--- config.mk ---
export PLATFORM = sky130hd
export DESIGN_NAME = stream_find_replace
export DESIGN_NICKNAME = d
export VERILOG_FILES = /design/src/rtl/core/sfr_pkg.sv /design/src/rtl/core/sfr_front.sv /design/src/rtl/core/sfr_queue.sv /design/src/rtl/core/sfr_back.sv /design/src/rtl/core/stream_find_replace.sv
export SDC_FILE = /design/constraint.sdc
export NUM_CORES = 1
export LEC_CHECK = 0
export BUFFER_PORTS_ARGS = -buffer_cell sky130_fd_sc_hd__buf_2
export CORE_MARGIN = 4
export CORE_UTILIZATION = 60
export CTS_CLUSTER_DIAMETER = 30
export DETAILED_ROUTE_END_ITERATION = 8
export HOLD_SLACK_MARGIN = 0.02
export PLACE_DENSITY = 0.88
export SLEW_MARGIN = 20
export SYNTH_ARGS = -nofsm -noshare
export SYNTH_HDL_FRONTEND = slang
export SYNTH_SLANG_ARGS = --single-unit
--- constraint.sdc ---
create_clock -name clk -period 5.2 [get_ports clk]
set_input_delay 1.56 -clock clk [delete_from_list [all_inputs] [get_ports clk]]
set_output_delay 1.56 -clock clk [all_outputs]
set_load 0.01 [all_outputs]
--- src/rtl/core/sfr_pkg.sv ---
// shared types and constants for the stream find-and-replace block
`timescale 1ns / 1ps

package sfr_pkg;

	localparam int unsigned MAX_PATTERN_DEF     = 8;
	localparam int unsigned MAX_REPLACEMENT_DEF = 8;
	localparam int unsigned QUEUE_DEPTH         = 2;
	localparam int unsigned BYTE_W              = 8;
	localparam int unsigned LEN_W               = 4;
	localparam int unsigned CFG_INDEX_W         = 2;
	localparam int unsigned CFG_DATA_W          = 64;

	typedef enum logic [CFG_INDEX_W-1:0] {
		REG_PATTERN_BYTES      = 2'd0,
		REG_PATTERN_LENGTH     = 2'd1,
		REG_REPLACEMENT_BYTES  = 2'd2,
		REG_REPLACEMENT_LENGTH = 2'd3
	} cfg_reg_t;

	typedef struct packed {
		logic                   write;
		logic [CFG_INDEX_W-1:0] index;
		logic [CFG_DATA_W-1:0]  data;
	} cfg_write_t;

endpackage

--- src/rtl/core/sfr_front.sv ---
// front end: configuration registers, match window and job classification
`timescale 1ns / 1ps

module sfr_front #(
	parameter int unsigned MAX_PATTERN     = sfr_pkg::MAX_PATTERN_DEF,
	parameter int unsigned MAX_REPLACEMENT = sfr_pkg::MAX_REPLACEMENT_DEF,
	parameter int unsigned JOB_BYTES       = sfr_pkg::MAX_PATTERN_DEF
) (
	input  logic                               clk,
	input  logic                               arst_n,
	input  sfr_pkg::cfg_write_t                cfg,
	input  logic                               push,
	input  logic [sfr_pkg::BYTE_W-1:0]         in_byte,
	input  logic                               in_final,
	input  logic                               job_full,
	output logic                               job_push,
	output logic [JOB_BYTES-1:0][sfr_pkg::BYTE_W-1:0] job_bytes,
	output logic [$clog2(JOB_BYTES+1)-1:0]     job_count,
	output logic                               job_final
);

	localparam int unsigned WCNT_W = $clog2(MAX_PATTERN + 1);
	localparam int unsigned JCNT_W = $clog2(JOB_BYTES + 1);
	localparam int unsigned BW     = sfr_pkg::BYTE_W;
	localparam int unsigned LW     = sfr_pkg::LEN_W;

	logic [sfr_pkg::CFG_DATA_W-1:0] pattern_bytes_q;
	logic [sfr_pkg::CFG_DATA_W-1:0] replacement_bytes_q;
	logic [LW-1:0]                  pattern_length_q;
	logic [LW-1:0]                  replacement_length_q;

	logic [MAX_PATTERN-1:0][BW-1:0] window_q;
	logic [MAX_PATTERN-1:0][BW-1:0] window_next;
	logic [MAX_PATTERN-1:0][BW-1:0] w_new;
	logic [WCNT_W-1:0]              count_q;
	logic [WCNT_W-1:0]              count_next;
	logic [WCNT_W-1:0]              cnt_inc;
	logic [WCNT_W-1:0]              plen;
	logic [JCNT_W-1:0]              rlen;
	logic                           match;
	logic                           complete;
	logic                           accept;
	logic                           plen_write;

	assign accept     = push && !job_full;
	assign job_push   = accept;
	assign job_final  = in_final;
	assign plen_write = cfg.write &&
		(sfr_pkg::cfg_reg_t'(cfg.index) == sfr_pkg::REG_PATTERN_LENGTH);

	always_comb begin
		plen = (pattern_length_q > LW'(MAX_PATTERN)) ? WCNT_W'(MAX_PATTERN)
			: WCNT_W'(pattern_length_q);
		rlen = (replacement_length_q > LW'(MAX_REPLACEMENT)) ? JCNT_W'(MAX_REPLACEMENT)
			: JCNT_W'(replacement_length_q);
		cnt_inc = count_q + WCNT_W'(1);

		// window with the incoming byte dropped into the next free slot
		for (int i = 0; i < MAX_PATTERN; i++) begin
			w_new[i] = (WCNT_W'(i) == count_q) ? in_byte : window_q[i];
		end

		match = 1'b1;
		for (int i = 0; i < MAX_PATTERN; i++) begin
			if ((WCNT_W'(i) < plen) && (w_new[i] != pattern_bytes_q[BW*i +: BW])) begin
				match = 1'b0;
			end
		end
		complete = (cnt_inc == plen);

		for (int i = 0; i < MAX_PATTERN - 1; i++) begin
			window_next[i] = complete ? w_new[i+1] : w_new[i];
		end
		window_next[MAX_PATTERN-1] = w_new[MAX_PATTERN-1];

		job_bytes  = '0;
		job_count  = '0;
		count_next = '0;
		if (plen == '0) begin
			// pass through
			job_bytes[0] = in_byte;
			job_count    = JCNT_W'(1);
		end else if (complete && match) begin
			for (int i = 0; i < MAX_REPLACEMENT; i++) begin
				job_bytes[i] = replacement_bytes_q[BW*i +: BW];
			end
			job_count = rlen;
		end else if (complete) begin
			// oldest byte leaves; on the final item the rest flushes behind it
			for (int i = 0; i < MAX_PATTERN; i++) begin
				job_bytes[i] = w_new[i];
			end
			job_count  = in_final ? JCNT_W'(plen) : JCNT_W'(1);
			count_next = in_final ? '0 : (plen - WCNT_W'(1));
		end else begin
			for (int i = 0; i < MAX_PATTERN; i++) begin
				job_bytes[i] = w_new[i];
			end
			job_count  = in_final ? JCNT_W'(cnt_inc) : '0;
			count_next = in_final ? '0 : cnt_inc;
		end
	end

	always_ff @(posedge clk or negedge arst_n) begin
		if (!arst_n) begin
			pattern_bytes_q      <= '0;
			pattern_length_q     <= '0;
			replacement_bytes_q  <= '0;
			replacement_length_q <= '0;
			count_q              <= '0;
		end else begin
			if (cfg.write) begin
				unique case (sfr_pkg::cfg_reg_t'(cfg.index))
					sfr_pkg::REG_PATTERN_BYTES: begin
						pattern_bytes_q <= cfg.data;
					end
					sfr_pkg::REG_PATTERN_LENGTH: begin
						pattern_length_q <= cfg.data[LW-1:0];
					end
					sfr_pkg::REG_REPLACEMENT_BYTES: begin
						replacement_bytes_q <= cfg.data;
					end
					sfr_pkg::REG_REPLACEMENT_LENGTH: begin
						replacement_length_q <= cfg.data[LW-1:0];
					end
					default: begin
					end
				endcase
			end
			if (plen_write) begin
				count_q <= '0;
			end else if (accept) begin
				count_q <= count_next;
			end
		end
	end

	always_ff @(posedge clk) begin
		if (accept) begin
			window_q <= window_next;
		end
	end

endmodule

--- src/rtl/core/sfr_queue.sv ---
// small job queue between the front end and the output sequencer
`timescale 1ns / 1ps

module sfr_queue #(
	parameter int unsigned WIDTH = 8,
	parameter int unsigned DEPTH = sfr_pkg::QUEUE_DEPTH
) (
	input  logic             clk,
	input  logic             arst_n,
	input  logic             wr,
	input  logic [WIDTH-1:0] wr_data,
	output logic             full,
	input  logic             rd,
	output logic [WIDTH-1:0] rd_data,
	output logic             valid
);

	localparam int unsigned PTR_W = (DEPTH > 1) ? $clog2(DEPTH) : 1;
	localparam int unsigned CNT_W = $clog2(DEPTH + 1);

	logic [DEPTH-1:0][WIDTH-1:0] slot_q;
	logic [PTR_W-1:0]            wr_ptr_q;
	logic [PTR_W-1:0]            rd_ptr_q;
	logic [CNT_W-1:0]            count_q;
	logic                        do_wr;
	logic                        do_rd;

	assign full    = (count_q == CNT_W'(DEPTH));
	assign valid   = (count_q != '0);
	assign do_wr   = wr && !full;
	assign do_rd   = rd && valid;
	assign rd_data = slot_q[rd_ptr_q];

	always_ff @(posedge clk or negedge arst_n) begin
		if (!arst_n) begin
			wr_ptr_q <= '0;
			rd_ptr_q <= '0;
			count_q  <= '0;
		end else begin
			if (do_wr) begin
				wr_ptr_q <= (wr_ptr_q == PTR_W'(DEPTH - 1)) ? '0 : wr_ptr_q + PTR_W'(1);
			end
			if (do_rd) begin
				rd_ptr_q <= (rd_ptr_q == PTR_W'(DEPTH - 1)) ? '0 : rd_ptr_q + PTR_W'(1);
			end
			if (do_wr && !do_rd) begin
				count_q <= count_q + CNT_W'(1);
			end else if (do_rd && !do_wr) begin
				count_q <= count_q - CNT_W'(1);
			end
		end
	end

	always_ff @(posedge clk) begin
		if (do_wr) begin
			slot_q[wr_ptr_q] <= wr_data;
		end
	end

endmodule

--- src/rtl/core/sfr_back.sv ---
// output sequencer: plays each job out one result per cycle into the output register unless the receiver stalls
`timescale 1ns / 1ps

module sfr_back #(
	parameter int unsigned JOB_BYTES = sfr_pkg::MAX_PATTERN_DEF
) (
	input  logic                               clk,
	input  logic                               arst_n,
	input  logic                               job_valid,
	input  logic [JOB_BYTES-1:0][sfr_pkg::BYTE_W-1:0] job_bytes,
	input  logic [$clog2(JOB_BYTES+1)-1:0]     job_count,
	input  logic                               job_final,
	output logic                               job_pop,
	output logic                               empty,
	input  logic                               pop,
	output logic [sfr_pkg::BYTE_W-1:0]         out_byte,
	output logic                               has_byte,
	output logic                               run_end,
	output logic                               text_end
);

	localparam int unsigned JCNT_W = $clog2(JOB_BYTES + 1);
	localparam int unsigned BW     = sfr_pkg::BYTE_W;

	logic                           busy_q;
	logic [JOB_BYTES-1:0][BW-1:0]   rest_q;
	logic [JCNT_W-1:0]              rem_q;
	logic                           final_q;
	logic                           out_valid_q;
	logic [BW-1:0]                  out_byte_q;
	logic                           has_byte_q;
	logic                           run_end_q;
	logic                           text_end_q;

	logic                           out_free;
	logic                           emit;
	logic [JOB_BYTES-1:0][BW-1:0]   src;
	logic [JOB_BYTES-1:0][BW-1:0]   shifted;
	logic [BW-1:0]                  e_byte;
	logic                           e_has;
	logic                           e_last;
	logic                           e_final;
	logic [JCNT_W-1:0]              rem_next;

	assign out_free = !out_valid_q || pop;
	assign job_pop  = out_free && !busy_q && job_valid;
	assign emit     = out_free && (busy_q || job_valid);

	always_comb begin
		src = busy_q ? rest_q : job_bytes;
		for (int i = 0; i < JOB_BYTES - 1; i++) begin
			shifted[i] = src[i+1];
		end
		shifted[JOB_BYTES-1] = '0;

		if (busy_q) begin
			e_byte   = rest_q[0];
			e_has    = 1'b1;
			e_last   = (rem_q == JCNT_W'(1));
			e_final  = final_q;
			rem_next = rem_q - JCNT_W'(1);
		end else begin
			// a job with no bytes turns into a single marker
			e_has    = (job_count != '0);
			e_byte   = e_has ? job_bytes[0] : '0;
			e_last   = (job_count <= JCNT_W'(1));
			e_final  = job_final;
			rem_next = job_count - JCNT_W'(1);
		end
	end

	always_ff @(posedge clk or negedge arst_n) begin
		if (!arst_n) begin
			busy_q      <= 1'b0;
			out_valid_q <= 1'b0;
		end else begin
			if (emit) begin
				busy_q      <= !e_last;
				out_valid_q <= 1'b1;
			end else if (pop) begin
				out_valid_q <= 1'b0;
			end
		end
	end

	always_ff @(posedge clk) begin
		if (emit) begin
			rest_q     <= shifted;
			rem_q      <= rem_next;
			final_q    <= e_final;
			out_byte_q <= e_byte;
			has_byte_q <= e_has;
			run_end_q  <= e_last;
			text_end_q <= e_last && e_final;
		end
	end

	assign empty    = !out_valid_q;
	assign out_byte = out_byte_q;
	assign has_byte = has_byte_q;
	assign run_end  = run_end_q;
	assign text_end = text_end_q;

endmodule

--- src/rtl/core/stream_find_replace.sv ---
// top level of the streaming find-and-replace block
// Usage: text enters one byte per item on the input queue (push/full), with in_final
// set on the last byte of a text. Results leave through the output queue (empty/pop):
// each carries out_byte with has_byte, run_end on the last result of its input item
// and text_end on the last result of the text. An item that yields no byte gives one
// marker result (has_byte low, run_end high).
// The search and replacement strings are set through cfg_write/cfg_index/cfg_data
// while the block is idle; writing the pattern length drops any pending window bytes.
// The job queue registers each accepted item, and the output register then holds its
// results. Throughput: one item per cycle while each item yields one result and pop
// stays high; an item with several results holds the output sequencer until all are out,
// and the two-entry job queue fills and raises full until the sequencer catches up.
// Reset clears the strings to empty (pass through), the window and both queues.
// When the receiver stalls (pop low) the output register holds its result, the job
// queue fills, and full rises; nothing is dropped.
`timescale 1ns / 1ps

module stream_find_replace #(
	parameter int unsigned MAX_PATTERN     = sfr_pkg::MAX_PATTERN_DEF,
	parameter int unsigned MAX_REPLACEMENT = sfr_pkg::MAX_REPLACEMENT_DEF
) (
	input  logic                               clk,
	input  logic                               arst_n,
	input  logic                               cfg_write,
	input  logic [sfr_pkg::CFG_INDEX_W-1:0]    cfg_index,
	input  logic [sfr_pkg::CFG_DATA_W-1:0]     cfg_data,
	input  logic                               push,
	output logic                               full,
	input  logic [sfr_pkg::BYTE_W-1:0]         in_byte,
	input  logic                               in_final,
	output logic                               empty,
	input  logic                               pop,
	output logic [sfr_pkg::BYTE_W-1:0]         out_byte,
	output logic                               has_byte,
	output logic                               run_end,
	output logic                               text_end
);

	localparam int unsigned JOB_BYTES = (MAX_PATTERN > MAX_REPLACEMENT) ? MAX_PATTERN
		: MAX_REPLACEMENT;
	localparam int unsigned JCNT_W    = $clog2(JOB_BYTES + 1);
	localparam int unsigned BW        = sfr_pkg::BYTE_W;
	localparam int unsigned JOB_W     = JOB_BYTES * BW + JCNT_W + 1;

	sfr_pkg::cfg_write_t          cfg;
	logic                         f_push;
	logic [JOB_BYTES-1:0][BW-1:0] f_bytes;
	logic [JCNT_W-1:0]            f_count;
	logic                         f_final;
	logic                         q_full;
	logic                         q_valid;
	logic                         q_pop;
	logic [JOB_W-1:0]             q_data;
	logic [JOB_BYTES-1:0][BW-1:0] b_bytes;
	logic [JCNT_W-1:0]            b_count;
	logic                         b_final;

	assign cfg.write = cfg_write;
	assign cfg.index = cfg_index;
	assign cfg.data  = cfg_data;
	assign full      = q_full;

	sfr_front #(
		.MAX_PATTERN     (MAX_PATTERN),
		.MAX_REPLACEMENT (MAX_REPLACEMENT),
		.JOB_BYTES       (JOB_BYTES)
	) u_front (
		.clk       (clk),
		.arst_n    (arst_n),
		.cfg       (cfg),
		.push      (push),
		.in_byte   (in_byte),
		.in_final  (in_final),
		.job_full  (q_full),
		.job_push  (f_push),
		.job_bytes (f_bytes),
		.job_count (f_count),
		.job_final (f_final)
	);

	sfr_queue #(
		.WIDTH (JOB_W),
		.DEPTH (sfr_pkg::QUEUE_DEPTH)
	) u_queue (
		.clk     (clk),
		.arst_n  (arst_n),
		.wr      (f_push),
		.wr_data ({f_final, f_count, f_bytes}),
		.full    (q_full),
		.rd      (q_pop),
		.rd_data (q_data),
		.valid   (q_valid)
	);

	assign {b_final, b_count, b_bytes} = q_data;

	sfr_back #(
		.JOB_BYTES (JOB_BYTES)
	) u_back (
		.clk       (clk),
		.arst_n    (arst_n),
		.job_valid (q_valid),
		.job_bytes (b_bytes),
		.job_count (b_count),
		.job_final (b_final),
		.job_pop   (q_pop),
		.empty     (empty),
		.pop       (pop),
		.out_byte  (out_byte),
		.has_byte  (has_byte),
		.run_end   (run_end),
		.text_end  (text_end)
	);

endmodule
==> results.py <==
metrics = {
    "status": {
        "status": "completed",
    },
    "timing": {
        "fin_skew_ps": 25.5,
        "fmax_mhz": 209,
        "setup_slack_ps": 406,
        "max_slew.worst_pin.slew_ps": 1180,
        "min_period_ps": 4790,
        "hold_viol": 0,
        "period_share": 0.922,
        "rsz0062_at_grt": "false",
        "setup-violations-final": 0,
        "slew_headroom": 0.211,
        "slew_violations": 0,
        "finalSetupTns_ps": 0,
    },
    "final_layout": {
        "fin_util": 0.712,
        "layout-drive-gt1-share": 0.219,
        "diodes": 0,
        "area_growth_pct": 17.7,
        "final_nets": 1897,
    },
    "power": {
        "seqPwrFrac": 0.401,
        "combPwrFrac": 0.255,
        "p_leak_uw": 0.00938,
        "p_sw_frac": 0.340,
        "p_int_uw": 9910,
        "clkPwrFrac": 0.344,
        "max-vdd-ir-drop_uv": 369,
        "powerDensity_mw_per_mm2": 630,
        "power_switching_uw": 5110,
    },
    "grt": {
        "grt_overflow": 0,
        "grt_pass1_wl_mm": 91.1,
        "grt_pass1_vias": 16000,
        "antenna_found_initial": 2,
        "grt_start_max_net_pins": 87,
        "track_usage": 0.321,
    },
    "clock_tree": {
        "clock_path_buffers": 3,
        "cts_setup_buffers": 0,
        "h-tree-depth": 3,
        "cts_resized": 0,
        "cts_tree": "yes",
        "clk_latency_ps": 580,
        "cts_sinks": 420,
        "path_clk_slew_ps": 50,
        "hold_buffers": 0,
        "cts-root-buf": "clkbuf_16",
        "numCtsBuffers": 77,
    },
    "floorplanning": {
        "die_w_microns": 192,
        "coreArea_sq_mm": 0.0334,
        "io_pins": 93,
        "die_h_microns": 192,
        "die_area_sq_mm": 0.0367,
        "rows": 67,
        "initial_core_util": 0.605,
    },
    "setup_path": {
        "crit_start": "in_byte[1]",
        "cp_cell_sequence": "buf_2, inv_1, nor2_1, a21oi_1, o211ai_1, o32ai_1, a21oi_4, buf_4, nor4_1, a211oi_1",
        "start_kind": "input pin",
        "r2r-end": "u_queue.slot_q[112]$_DFFE_PP_",
        "crit_family": "compound AO/OA/AOI/OAI gates",
        "cp_slowest_cell": "a21oi_4",
        "cp_slowest_stage_delay_ps": 980,
        "end_kind": "flop",
        "worstPathBufferInverterCount": 3,
        "rr_worst_depth": 11,
        "regToRegStartpoint": "u_front.count_q[0]$_DFFE_PN0P_",
        "reg2reg_slack_ps": 540,
        "worstPathMaxFanout": 35,
        "critPathKind": "in -> reg",
        "crit_arrival_ps": 5140,
        "worstPathRequired_ps": 5540,
    },
    "synthesis": {
        "synth_edf_count": 274,
        "synthCells": 1721,
        "ys.flop_type": "edfxtp_1",
        "synth_seq_cells": 420,
        "yosys_warnings": 0,
        "ys_seq_area_frac": 0.587,
        "ys_types": 74,
        "synth_area_per_cell_sq_um": 11.8,
        "syn_nets": 1814,
        "syn_area_sq_mm": 0.0202,
        "async_flop_share": 0.348,
    },
    "worst_hold_path": {
        "hold_path_depth": 1,
        "hold_start": "u_front.replacement_bytes_q[4]$_DFFE_PN0P_",
        "hp-class": "reg -> reg",
        "min_to": "u_front.replacement_bytes_q[4]$_DFFE_PN0P_",
    },
    "routing": {
        "antenna_left": 0,
        "first_pass_iters": 8,
        "routed_wl_mm": 59.3,
        "via_per_inst": 6.87,
        "dr_total_vias": 15900,
        "drcViolationCount": 0,
        "wl_per_cell_microns": 25.6,
        "dr.first_iter.drc_count": 2458,
    },
    "flow_run": {
        "maxCapViolCount": 0,
    },
    "placement": {
        "gp_congestion": 0.955,
        "portBuffers": 92,
        "dpl_worst_slack_ps": 116,
        "place_hpwl_mm": 36.4,
    },
}
## power by group through the flow
stage,clock network (uW),registers [uW],logic (uW)
final,5170,6030,3820
after global placement,0,5940,3460
after CTS,5190,5960,3730
after floorplan,0,5600,2710
after global routing,5380,6080,4110
after detailed placement,0,5990,3630
## worst reg2reg max path, cell delays in order, from the launching register on
cell and delay, ps:
dfrtp_1 500, inv_1 180, ha_1 290, or3b_1 680
mux2i_1 450, xor2_1 160, o211ai_1 150, a211oi_2 110
a21oi_4 940, buf_4 450, nor4_1 130, a211oi_1 390
## cells in the final DEF (no fill, tap or decap), types with 13 or more instances in the layout
cell	count
a21oi_1	43
mux2_2	115
nor2_1	164
a211oi_1	53
inv_1	58
edfxtp_1	274
clkbuf_16	79
xor2_1	45
mux2i_1	95
nand2_1	141
nand3_1	26
o22ai_1	58
o21ai_0	85
xnor2_1	25
nand2b_1	18
dfrtp_1	144
ha_1	13
o31ai_1	15
buf_4	34
buf_2	91
nor4_1	67
## sequential cells by signal, indices dropped and copies added, names as in the netlist
| register | flops |
|---|---|
| u_queue.wr_ptr_q | 1 |
| u_back.rem_q | 4 |
| u_back.run_end | 1 |
| u_back.final_q | 1 |
| u_back.out_valid_q | 1 |
| u_queue.slot_q | 138 |
| u_front.pattern_length_q | 4 |
| u_back.text_end | 1 |
| u_front.pattern_bytes_q | 64 |
| u_front.replacement_length_q | 4 |
| u_back.rest_q | 56 |
| u_back.busy_q | 1 |
| u_back.has_byte | 1 |
| u_queue.count_q | 2 |
| u_front.window_q | 64 |
| u_queue.rd_ptr_q | 1 |
| u_front.replacement_bytes_q | 64 |
| u_front.count_q | 4 |
| u_back.out_byte | 8 |
## layout make-up
class                   instances  area [sq um]
flip-flops and latches        420         11900
fillers                      2083          9620
multi-input cells            1115          7650
clock buffers                  92          2070
repair buffers                129           782
clock inverters                52           649
well taps                     448           561
inverters                      61           229
## logic make-up (layout without fill, tap and decap cells)
family	Yosys count	count (layout)	synth area share
AO/OA/AOI/OAI	345	345	0.114
XOR/XNOR	70	70	0.0303
adder cells (fa/ha/maj)	14	14	0.00859
buffers and inverters	186	334	0.0377
flip-flops	420	420	0.587
multiplexers	212	212	0.113
AND/OR/NAND/NOR	474	474	0.110
## metrics by stage
| stage | area, sq um | instances | hold slack (ps) | total power, uW |
|---|---|---|---|---|
| finish | 23800 | 2317 | 504 | 15000 |
| global placement | 21100 | 2173 | 485 | 9400 |
| global route | 23800 | 2317 | 524 | 15600 |
| detailed placement | 21100 | 2173 | 494 | 9620 |
| CTS | 23800 | 2317 | 505 | 14900 |
| floorplan | 20200 | 1721 | 461 | 8310 |
## worst max-delay path by stage
stage | endpoint | slack, ps | depth (start not counted)
global placement | u_queue.slot_q[105]$_DFFE_PP_ | 300 | 11
finish | u_queue.slot_q[112]$_DFFE_PP_ | 410 | 10
CTS | u_queue.slot_q[43]$_DFFE_PP_ | 630 | 11
floorplan | u_back.final_q$_DFFE_PP_ | 60 | 2
global route | u_queue.slot_q[43]$_DFFE_PP_ | 390 | 10
detailed placement | u_queue.slot_q[106]$_DFFE_PP_ | 120 | 11
## metal layers
layer  vias up  wire length, microns  track usage
met5         -                    15            0
met4         2                  3600        0.179
met3       334                  7450       0.0825
met2      1335                 27800        0.505
met1      7623                 20500        0.408
li1       6616                     -            -
## synth_stat cells (all sizes together), types with 5 or more instances
cell type | number | area (sq um)
edfxtp | 274 | 8230
and2 | 6 | 37.5
nor2 | 166 | 623
o31ai | 15 | 113
xor2 | 45 | 394
nand3b | 5 | 50.1
o22ai | 58 | 363
inv | 60 | 225
nor3 | 12 | 70.1
o21a | 6 | 45.0
o211ai | 7 | 52.6
clkbuf | 81 | 304
a21oi | 44 | 220
o311ai | 8 | 70.1
o221ai | 5 | 43.8
nand3 | 27 | 148
nor4 | 67 | 419
dfrtp | 146 | 3650
o21ai | 88 | 444
a222oi | 7 | 70.1
nand4 | 11 | 68.8
a31o | 8 | 70.1
nand2b | 18 | 113
ha | 13 | 163
o41a | 8 | 90.1
mux2 | 115 | 1290
nand2 | 141 | 529
a31oi | 9 | 56.3
mux2i | 97 | 987
xnor2 | 25 | 219
buf | 44 | 230
a211oi | 55 | 423
a221oi | 5 | 43.8
No activity file was read; power rests on OpenSTA's default activity.
